File: src/design/sct_pkg.sv
// ----------------------------------------------------------------------------
// sct_pkg
// Shared types, constants and byte helpers for the content type sniffer.
// ----------------------------------------------------------------------------
package sct_pkg;

  localparam int unsigned COUNT_BITS_DEF = 32;
  localparam int unsigned HEAD_LEN       = 12;
  localparam int unsigned CTRL_DIVISOR   = 50;
  localparam int unsigned MULT_EXTRA     = 6;

  localparam logic [7:0] LEAD_MIN = 8'hc2;
  localparam logic [7:0] LEAD_MAX = 8'hf4;

  localparam logic [63:0] SIG_PNG   = 64'h89_50_4e_47_0d_0a_1a_0a;
  localparam logic [23:0] SIG_JPEG  = 24'hff_d8_ff;
  localparam logic [47:0] SIG_GIF7  = 48'h47_49_46_38_37_61;
  localparam logic [47:0] SIG_GIF9  = 48'h47_49_46_38_39_61;
  localparam logic [39:0] SIG_PDF   = 40'h25_50_44_46_2d;
  localparam logic [31:0] SIG_ZIP1  = 32'h50_4b_03_04;
  localparam logic [31:0] SIG_ZIP2  = 32'h50_4b_05_06;
  localparam logic [31:0] SIG_ZIP3  = 32'h50_4b_07_08;
  localparam logic [15:0] SIG_GZIP  = 16'h1f_8b;
  localparam logic [15:0] SIG_BMP   = 16'h42_4d;
  localparam logic [31:0] SIG_ELF   = 32'h7f_45_4c_46;
  localparam logic [31:0] SIG_RIFF  = 32'h52_49_46_46;
  localparam logic [31:0] SIG_WEBP  = 32'h57_45_42_50;
  localparam logic [15:0] BOM_U16LE = 16'hff_fe;
  localparam logic [15:0] BOM_U16BE = 16'hfe_ff;
  localparam logic [23:0] BOM_U8    = 24'hef_bb_bf;

  typedef enum logic [3:0] {
    CLS_OCTET = 4'd0,
    CLS_PNG   = 4'd1,
    CLS_JPEG  = 4'd2,
    CLS_GIF   = 4'd3,
    CLS_PDF   = 4'd4,
    CLS_ZIP   = 4'd5,
    CLS_GZIP  = 4'd6,
    CLS_BMP   = 4'd7,
    CLS_ELF   = 4'd8,
    CLS_WEBP  = 4'd9,
    CLS_TEXT  = 4'd10
  } content_class_t;

  typedef logic [HEAD_LEN-1:0][7:0] head_t;

  typedef struct packed {
    logic           hit;
    content_class_t cls;
  } sig_res_t;

  typedef struct packed {
    logic       ok;
    logic [1:0] pend;
  } utf8_st_t;

  function automatic logic is_stray(input logic [7:0] b);
    is_stray = (b < 8'h20) && (b != 8'h08) && (b != 8'h09) && (b != 8'h0a)
               && (b != 8'h0c) && (b != 8'h0d);
  endfunction

  function automatic utf8_st_t utf8_step(input utf8_st_t st, input logic [7:0] b);
    utf8_st_t r;
    r = st;
    if (st.ok) begin
      if (st.pend != 2'd0) begin
        if (b[7:6] != 2'b10) begin
          r.ok = 1'b0;
        end else begin
          r.pend = st.pend - 2'd1;
        end
      end else if (!b[7]) begin
        r.pend = 2'd0;
      end else if (b[7:5] == 3'b110) begin
        if (b < LEAD_MIN) begin
          r.ok = 1'b0;
        end else begin
          r.pend = 2'd1;
        end
      end else if (b[7:4] == 4'b1110) begin
        r.pend = 2'd2;
      end else if (b[7:3] == 5'b11110) begin
        if (b > LEAD_MAX) begin
          r.ok = 1'b0;
        end else begin
          r.pend = 2'd3;
        end
      end else begin
        r.ok = 1'b0;
      end
    end
    utf8_step = r;
  endfunction

endpackage

File: src/design/sct_if.sv
// ----------------------------------------------------------------------------
// sct_in_if / sct_out_if
// Valid/ready stream channels for buffer bytes and class results.
// ----------------------------------------------------------------------------
interface sct_in_if;
  logic       valid;
  logic       ready;
  logic [7:0] data_byte;
  logic       last_byte;
  logic       empty_buffer;

  modport source (output valid, output data_byte, output last_byte,
                  output empty_buffer, input ready);
  modport sink (input valid, input data_byte, input last_byte,
                input empty_buffer, output ready);
endinterface

interface sct_out_if;
  logic       valid;
  logic       ready;
  logic [3:0] content_class;

  modport source (output valid, output content_class, input ready);
  modport sink (input valid, input content_class, output ready);
endinterface

File: src/design/sct_sig_match.sv
// ----------------------------------------------------------------------------
// sct_sig_match
// Priority match of the buffer head against file signatures and BOMs.
// ----------------------------------------------------------------------------
module sct_sig_match (
  input  sct_pkg::head_t   head,
  output sct_pkg::sig_res_t res
);

  // unseen head bytes read as zero and no signature byte is zero
  always_comb begin
    res.hit = 1'b1;
    res.cls = sct_pkg::CLS_OCTET;
    if ({head[0], head[1], head[2], head[3], head[4], head[5], head[6], head[7]}
        == sct_pkg::SIG_PNG) begin
      res.cls = sct_pkg::CLS_PNG;
    end else if ({head[0], head[1], head[2]} == sct_pkg::SIG_JPEG) begin
      res.cls = sct_pkg::CLS_JPEG;
    end else if ({head[0], head[1], head[2], head[3], head[4], head[5]}
                 == sct_pkg::SIG_GIF7 ||
                 {head[0], head[1], head[2], head[3], head[4], head[5]}
                 == sct_pkg::SIG_GIF9) begin
      res.cls = sct_pkg::CLS_GIF;
    end else if ({head[0], head[1], head[2], head[3], head[4]} == sct_pkg::SIG_PDF) begin
      res.cls = sct_pkg::CLS_PDF;
    end else if ({head[0], head[1], head[2], head[3]} == sct_pkg::SIG_ZIP1 ||
                 {head[0], head[1], head[2], head[3]} == sct_pkg::SIG_ZIP2 ||
                 {head[0], head[1], head[2], head[3]} == sct_pkg::SIG_ZIP3) begin
      res.cls = sct_pkg::CLS_ZIP;
    end else if ({head[0], head[1]} == sct_pkg::SIG_GZIP) begin
      res.cls = sct_pkg::CLS_GZIP;
    end else if ({head[0], head[1]} == sct_pkg::SIG_BMP) begin
      res.cls = sct_pkg::CLS_BMP;
    end else if ({head[0], head[1], head[2], head[3]} == sct_pkg::SIG_ELF) begin
      res.cls = sct_pkg::CLS_ELF;
    end else if ({head[0], head[1], head[2], head[3]} == sct_pkg::SIG_RIFF &&
                 {head[8], head[9], head[10], head[11]} == sct_pkg::SIG_WEBP) begin
      res.cls = sct_pkg::CLS_WEBP;
    end else if ({head[0], head[1]} == sct_pkg::BOM_U16LE ||
                 {head[0], head[1]} == sct_pkg::BOM_U16BE ||
                 {head[0], head[1], head[2]} == sct_pkg::BOM_U8) begin
      res.cls = sct_pkg::CLS_TEXT;
    end else begin
      res.hit = 1'b0;
    end
  end

endmodule

File: src/design/stream_content_type_sniffer.sv
// ----------------------------------------------------------------------------
// stream_content_type_sniffer
// Classifies a byte stream buffer by magic number, BOM or loose UTF-8 text.
// ----------------------------------------------------------------------------
// One word carries one byte of a buffer; the word with last_byte set, or an
// empty_buffer word, ends the buffer and yields one content_class word. The
// block takes one word every cycle with no gaps between buffers, unless a
// final word waits behind an untaken result. Each word is registered on
// entry and then folded into the running buffer state; a buffer's class is
// registered in the output register as its final word is folded in, and
// stays there until taken while input keeps flowing until a second result
// would have to queue behind it. The text threshold max(1, count/50) is
// checked as stray <= 1 || stray*50 <= count, stray*50 as a running register.
module stream_content_type_sniffer #(
  parameter int unsigned COUNT_BITS = sct_pkg::COUNT_BITS_DEF
) (
  input  logic           clk,
  input  logic           rst_n,
  sct_in_if.sink         in_chan,
  sct_out_if.source      out_chan
);

  localparam int unsigned S50W = COUNT_BITS + sct_pkg::MULT_EXTRA;

  logic                 v1_r;
  logic [7:0]           byte1_r;
  logic                 last1_r;
  logic                 empty1_r;

  logic [COUNT_BITS-1:0] bytes_seen_r, bytes_seen_nxt;
  logic [COUNT_BITS-1:0] stray_r, stray_nxt;
  logic [S50W-1:0]       stray50_r, stray50_nxt;
  sct_pkg::head_t        head_r, head_nxt;
  sct_pkg::utf8_st_t     utf8_r, utf8_nxt;
  logic                  zero_r, zero_nxt;

  logic                  out_valid_r;
  sct_pkg::content_class_t cls_r, cls_nxt;

  logic                  take;
  logic                  ends;
  logic                  adv;
  logic                  inc_stray;
  sct_pkg::sig_res_t     sig;

  assign take = v1_r && !empty1_r;
  assign ends = v1_r && (empty1_r || last1_r);
  assign adv  = v1_r && (!ends || !out_valid_r || out_chan.ready);
  assign in_chan.ready = !v1_r || adv;

  assign out_chan.valid         = out_valid_r;
  assign out_chan.content_class = cls_r;

  // input register
  always_ff @(posedge clk) begin
    if (!rst_n) begin
      v1_r <= 1'b0;
    end else if (in_chan.ready) begin
      v1_r <= in_chan.valid;
    end
  end

  always_ff @(posedge clk) begin
    if (in_chan.valid && in_chan.ready) begin
      byte1_r  <= in_chan.data_byte;
      last1_r  <= in_chan.last_byte;
      empty1_r <= in_chan.empty_buffer;
    end
  end

  // running buffer state after the registered word
  always_comb begin
    inc_stray      = take && sct_pkg::is_stray(byte1_r) && (stray_r != '1);
    bytes_seen_nxt = bytes_seen_r;
    stray_nxt      = stray_r;
    stray50_nxt    = stray50_r;
    head_nxt       = head_r;
    utf8_nxt       = utf8_r;
    zero_nxt       = zero_r;
    if (take) begin
      for (int i = 0; i < sct_pkg::HEAD_LEN; i++) begin
        if (bytes_seen_r == COUNT_BITS'(i)) begin
          head_nxt[i] = byte1_r;
        end
      end
      if (bytes_seen_r != '1) begin
        bytes_seen_nxt = bytes_seen_r + COUNT_BITS'(1);
      end
      if (byte1_r == 8'h00) begin
        zero_nxt = 1'b1;
      end
      utf8_nxt = sct_pkg::utf8_step(utf8_r, byte1_r);
    end
    if (inc_stray) begin
      stray_nxt   = stray_r + COUNT_BITS'(1);
      stray50_nxt = stray50_r + S50W'(sct_pkg::CTRL_DIVISOR);
    end
  end

  sct_sig_match u_sig (
    .head (head_nxt),
    .res  (sig)
  );

  always_comb begin
    if (bytes_seen_nxt == '0) begin
      cls_nxt = sct_pkg::CLS_OCTET;
    end else if (sig.hit) begin
      cls_nxt = sig.cls;
    end else if (!utf8_nxt.ok || utf8_nxt.pend != 2'd0 || zero_nxt) begin
      cls_nxt = sct_pkg::CLS_OCTET;
    end else if (stray_nxt <= COUNT_BITS'(1) ||
                 stray50_nxt <= {{sct_pkg::MULT_EXTRA{1'b0}}, bytes_seen_nxt}) begin
      cls_nxt = sct_pkg::CLS_TEXT;
    end else begin
      cls_nxt = sct_pkg::CLS_OCTET;
    end
  end

  always_ff @(posedge clk) begin
    if (!rst_n) begin
      bytes_seen_r <= '0;
      stray_r      <= '0;
      stray50_r    <= '0;
      head_r       <= '0;
      utf8_r       <= '{ok: 1'b1, pend: 2'd0};
      zero_r       <= 1'b0;
    end else if (adv) begin
      if (ends) begin
        bytes_seen_r <= '0;
        stray_r      <= '0;
        stray50_r    <= '0;
        head_r       <= '0;
        utf8_r       <= '{ok: 1'b1, pend: 2'd0};
        zero_r       <= 1'b0;
      end else begin
        bytes_seen_r <= bytes_seen_nxt;
        stray_r      <= stray_nxt;
        stray50_r    <= stray50_nxt;
        head_r       <= head_nxt;
        utf8_r       <= utf8_nxt;
        zero_r       <= zero_nxt;
      end
    end
  end

  // result register
  always_ff @(posedge clk) begin
    if (!rst_n) begin
      out_valid_r <= 1'b0;
    end else if (adv && ends) begin
      out_valid_r <= 1'b1;
    end else if (out_chan.ready) begin
      out_valid_r <= 1'b0;
    end
  end

  always_ff @(posedge clk) begin
    if (adv && ends) begin
      cls_r <= cls_nxt;
    end
  end

`ifndef SYNTHESIS
  a_clear_after_result: assert property (@(posedge clk) disable iff (!rst_n)
    (adv && ends) |=> (bytes_seen_r == '0 && stray_r == '0 && head_r == '0))
    else $error("buffer state not cleared after result");

  a_stray_le_count: assert property (@(posedge clk) disable iff (!rst_n)
    stray_r <= bytes_seen_r)
    else $error("stray control count exceeds byte count");

  a_no_overwrite: assert property (@(posedge clk) disable iff (!rst_n)
    (out_valid_r && !out_chan.ready) |=> (out_valid_r && $stable(cls_r)))
    else $error("pending result lost or overwritten");

  a_stray50_tracks: assert property (@(posedge clk) disable iff (!rst_n)
    (stray_r == '0) |-> (stray50_r == '0))
    else $error("scaled stray count out of step");
`endif

endmodule
File: src/flat_wrapper.sv
// flat-port wrapper written by rule: the top's interface ports become plain ports
module stream_content_type_sniffer_flat 
#(
  parameter int unsigned COUNT_BITS = sct_pkg::COUNT_BITS_DEF
)
  (clk, rst_n, in_chan_valid, in_chan_data_byte, in_chan_last_byte, in_chan_empty_buffer, in_chan_ready, out_chan_valid, out_chan_content_class, out_chan_ready);
  sct_in_if in_chan_i ();
  sct_out_if out_chan_i ();
  input  logic clk;
  input  logic rst_n;
  input wire logic [$bits(in_chan_i.valid)-1:0] in_chan_valid;
  input wire logic [$bits(in_chan_i.data_byte)-1:0] in_chan_data_byte;
  input wire logic [$bits(in_chan_i.last_byte)-1:0] in_chan_last_byte;
  input wire logic [$bits(in_chan_i.empty_buffer)-1:0] in_chan_empty_buffer;
  output wire logic [$bits(in_chan_i.ready)-1:0] in_chan_ready;
  output wire logic [$bits(out_chan_i.valid)-1:0] out_chan_valid;
  output wire logic [$bits(out_chan_i.content_class)-1:0] out_chan_content_class;
  input wire logic [$bits(out_chan_i.ready)-1:0] out_chan_ready;
  assign in_chan_i.valid = in_chan_valid;
  assign in_chan_i.data_byte = in_chan_data_byte;
  assign in_chan_i.last_byte = in_chan_last_byte;
  assign in_chan_i.empty_buffer = in_chan_empty_buffer;
  assign in_chan_ready = in_chan_i.ready;
  assign out_chan_valid = out_chan_i.valid;
  assign out_chan_content_class = out_chan_i.content_class;
  assign out_chan_i.ready = out_chan_ready;
  stream_content_type_sniffer #(.COUNT_BITS(COUNT_BITS)) u_core (.clk(clk), .rst_n(rst_n), .in_chan(in_chan_i), .out_chan(out_chan_i));
endmodule
File: config.mk
export PLATFORM = sky130hd
export DESIGN_NAME = stream_content_type_sniffer_flat
export DESIGN_NICKNAME = d
export VERILOG_FILES = /design/src/design/sct_pkg.sv /design/src/design/sct_if.sv /design/src/design/sct_sig_match.sv /design/src/design/stream_content_type_sniffer.sv /design/src/flat_wrapper.sv
export SDC_FILE = /design/constraint.sdc
export NUM_CORES = 1
export LEC_CHECK = 0
export ABC_AREA = 0
export BUFFER_PORTS_ARGS = -buffer_cell sky130_fd_sc_hd__buf_2
export CAP_MARGIN = 5
export CORE_ASPECT_RATIO = 1.75
export CORE_UTILIZATION = 55
export DETAILED_ROUTE_END_ITERATION = 16
export PLACE_DENSITY = 0.75
export RECOVER_POWER = 100
export SYNTH_ARGS = -nofsm -noshare
export SYNTH_HDL_FRONTEND = slang
export SYNTH_HIERARCHICAL = 1
export SYNTH_SLANG_ARGS = --single-unit
export TNS_END_PERCENT = 1
File: constraint.sdc
create_clock -name clk -period 6.2 [get_ports clk]
set_clock_uncertainty 0.2 [all_clocks]
set_input_delay 0.31 -clock clk [delete_from_list [all_inputs] [get_ports clk]]
set_output_delay 0.31 -clock clk [all_outputs]
set_load 0.02 [all_outputs]
==> parameters.txt <==
Parameter                              Value

Outcome
  Run status    finished with violations
  Violated checks    capacitance limit, slew limit

Clock network
  Clock sink count    ~220
  Number of setup buffers added after CTS    0
  Insertion delay of the later-clocked pin in the worst-skew pair    0.55 ns
  CTS root buf    sky130_fd_sc_hd__clkbuf_16
  Inserted Clock Buffers    23
  Clock Path Buffers    3
  Hold buffer count at cts    12
  CTS tree    yes
  Number of gates given a new drive strength after cts    0
  Clock-pin slew on the worst setup and hold paths    0.07 ns
  Number of H-tree branching levels    1

Floorplanning
  Die outline area    ~27000 µm²
  # IOs    20
  Horizontal extent of the die    124 µm
  Area of the core region    25400 µm²
  Starting Density    0.562
  Chip Height    215 µm
  Standard-cell row count    a little under 80

Timing
  Highest attainable clock frequency    181 MHz
  Max-slew violation count    roughly 120
  Crit share post-route    0.892
  Accumulated negative setup slack    0 ns
  Worst rel slew slack    -0.942
  Final setup vio count    0
  Final Hold Vio Count    0
  Final min period    around 5.5 ns
  Worst-Margin Slew    2.91 ns
  RSZ-0062 raised after global routing    false

Finish
  Leading cell types in the layout, fill and taps excluded    sky130_fd_sc_hd__nor2_1, sky130_fd_sc_hd__dfxtp_1, sky130_fd_sc_hd__nand2_1
  Final core utilization    0.597
  Area occupied by multi-input gates    9030 µm²
  Share of cells above drive strength 1    0.110
  Fillers    2429
  Number of inserted diodes    0
  Most frequent standard cell in the layout excluding fill and tap cells    sky130_fd_sc_hd__nor2_1
  Sequential standard cell area    roughly 4500 µm²
  Layout net count    roughly 1800
  Layout overhead on the synthesized area    6.27%

Synth
  Post-Syn Area per Cell    roughly 7.8 µm²
  Post-synthesis cell area    around 14000 µm²
  Largest family of logic cells by synthesized area    simple AND/OR/NAND/NOR gates
  Sequential area share after synthesis    0.314
  Async set-or-reset flop fraction in the synthesized netlist    0
  Fraction of synthesized cell area in xor and xnor cells    0.0472
  Synthesized instance count    1821
  Count of yosys warnings during synthesis    6
  Compound-cell area share of the yosys netlist    0.180
  Multiplexer area fraction after synthesis    0.0695
  Adder and majority cell fraction of the synthesized area    0.0333
  Synthesized-area fraction occupied by and/or/nand/nor cells    0.303
  Library cells used by synthesis    90
  Top FF cell, synth    sky130_fd_sc_hd__dfxtp_1
  Synthesized net count    1873
  Flip-flop and latch count after synthesis    217
  EDFF count, synth    14

Global route
  Pin count of the biggest net entering global routing    135
  Initial antenna violation count    0
  Remaining Overflow, GRT    0
  All-layer global routing usage    0.332
  Global Route met2 Usage    0.592
  Routing layer with the top usage in global route    met2
  Vias in the first global route    13400
  Met3 track utilization from global routing    0.0502
  First-pass GRT wire length    69.6 mm
  Met1 Use GR    0.350

Placed design
  Port bufs    19
  Final estimated routing congestion in global placement    roughly 1
  Detail Placement HPWL    30.2 mm

Worst setup path
  Setup CP Type    flop to flop
  Critical Path Fanout Max    9
  Critical path endpoint category    flop
  R2R Setup Slk    0.67 ns
  Data required time at the worst endpoint    6.28 ns
  Category of the worst setup path launch point    flop
  Critical Path AT    around 5.6 ns

Power
  Sequential cell fraction of total power    0.460
  Total power    approximately 3.1 mW
  Pwr/cell area    between 200 and 250 nW/µm²
  Switching power share of the total    0.245
  Fraction of power consumed by combinational cells    0.053
  Internal power contribution    2.33 mW
  Maximum ir drop on the vdd rail    between 0.2 and 0.25 mV
  Total net switching power    0.754 mW
  Clk network pwr share    0.486
  Leakage component of the power    around 5.3 nW

Detailed routing
  DRC Markers    0
  First drt pass iteration count    8
  Number of DRC markers after the initial detailed-route iteration    between 1000 and 1500
  Average vias per placed instance    6.61
  Total wirelength of the detailed-routed design    44.0 mm
  Total via count in the routed design    13900
  Wire per inst    20.9 µm
  Antenna Nets Post-Route    0

Flow run
  Max-cap viol count    2

Hold path
  Path category of the worst min-delay check    input pin to flop
==> worst max-delay path, cell delays in order (launching register included) <==
cell,delay [ns]
sky130_fd_sc_hd__dfxtp_1,0.40
sky130_fd_sc_hd__ha_1,0.26
sky130_fd_sc_hd__nand3_1,0.27
sky130_fd_sc_hd__or4_1,0.70
sky130_fd_sc_hd__o31ai_1,0.57
sky130_fd_sc_hd__nor3_1,0.23
sky130_fd_sc_hd__and3_1,0.30
sky130_fd_sc_hd__nand3_1,0.18
sky130_fd_sc_hd__nor2_1,0.11
sky130_fd_sc_hd__xor2_1,0.15
sky130_fd_sc_hd__ha_1,0.31
sky130_fd_sc_hd__nand4_1,0.15
sky130_fd_sc_hd__nor4_1,0.40
sky130_fd_sc_hd__o311a_1,0.24
sky130_fd_sc_hd__a211oi_1,0.05
sky130_fd_sc_hd__nand4_1,0.10
sky130_fd_sc_hd__o21ai_0,0.12
sky130_fd_sc_hd__and4b_1,0.23
sky130_fd_sc_hd__o221ai_1,0.18
sky130_fd_sc_hd__o21ai_0,0.12
==> sequential cells by signal, summed over array words and instances, names as in the netlist <==
name / cells
u_core/last1_r: 1
u_core/zero_r: 1
u_core/empty1_r: 1
u_core/v1_r: 1
u_core/stray50_r: 37
u_core/byte1_r: 8
u_core/out_chan.valid: 1
u_core/out_chan.content_class: 4
u_core/head_r: 96
u_core/utf8_r: 3
u_core/bytes_seen_r: 32
u_core/stray_r: 32
==> synth_stat cells, types with 19 or more instances <==
library cell,number,share of area
sky130_fd_sc_hd__ha_1,38,0.033
sky130_fd_sc_hd__a21oi_1,100,0.035
sky130_fd_sc_hd__nand4_1,54,0.024
sky130_fd_sc_hd__mux2_2,82,0.065
sky130_fd_sc_hd__inv_1,19,0.0050
sky130_fd_sc_hd__nor3_1,58,0.020
sky130_fd_sc_hd__nand2_1,178,0.047
sky130_fd_sc_hd__xnor2_1,51,0.031
sky130_fd_sc_hd__o21ai_0,89,0.031
sky130_fd_sc_hd__clkbuf_1,105,0.028
sky130_fd_sc_hd__nor2_1,275,0.072
sky130_fd_sc_hd__or3_1,19,0.0083
sky130_fd_sc_hd__nand3_1,61,0.021
sky130_fd_sc_hd__xor2_1,26,0.016
sky130_fd_sc_hd__a22oi_1,115,0.060
sky130_fd_sc_hd__dfxtp_1,203,0.28
sky130_fd_sc_hd__and3_1,25,0.011
sky130_fd_sc_hd__nor4_1,45,0.020
==> cells by family (layout without fill, tap and decap cells) <==
| family | count (synthesis) | after routing |
|---|---|---|
| DFF | 217 | 217 |
| buffers and inverters | 159 | 123 |
| AOI/OAI and AO/OA | 395 | 395 |
| xor gates and xnor gates | 77 | 77 |
| and+or+nand+nor | 846 | 846 |
| muxes | 89 | 89 |
| adders and majority gates | 38 | 38 |
==> power groups by stage <==
stage	clock network [mW]	logic (mW)	registers, mW
2_1_floorplan	0	0.0950	1.45
3_3_place_gp	0	0.154	1.45
3_5_place_dp	0	0.155	1.45
4_1_cts	1.52	0.161	1.42
5_1_grt	1.57	0.176	1.42
6_report	1.50	0.164	1.42
==> path summary, 6_finish.rpt <==
kind,endpoint,start,depth (start not counted)
worst min register to register,u_core/stray50_r[26],u_core/stray50_r[26],2
worst max register to register,u_core/out_chan.content_class[1],u_core/stray_r[1],19
worst max-delay path,u_core/out_chan.content_class[1],u_core/stray_r[1],19
worst min-delay path,u_core/stray_r[29],rst_n,2
==> metal layers <==
| layer | share of wire | routed length [µm] | vias up |
|---|---|---|---|
| met4 | 0.071 | 3130 | 0 |
| met1 | 0.36 | 16000 | 6634 |
| met5 | 0 | 0 | - |
| li1 | - | - | 6561 |
| met2 | 0.51 | 22500 | 501 |
| met3 | 0.053 | 2320 | 201 |
==> cell type report <==
type | count | area share
clock buffers | 28 | 0.0405
flip-flops and latches | 217 | 0.295
multi-input cells | 1445 | 0.595
well taps | 316 | 0.0260
repair buffers | 62 | 0.0264
clock inverters | 13 | 0.0118
inverters | 20 | 0.00527
==> through the flow <==
step	instances	setup WS, ns	instance area [µm²]	hold WS [ns]
finish	2101	0.668	15200	0.0219
global route	2101	0.324	15200	0.0273
CTS	2101	0.922	15300	0.00653
detailed placement	2048	0.931	14400	0.272
global placement	2048	1.04	14400	0.251
floorplan	1821	1.52	14300	0.209
Power figures use the tool's default switching activity.
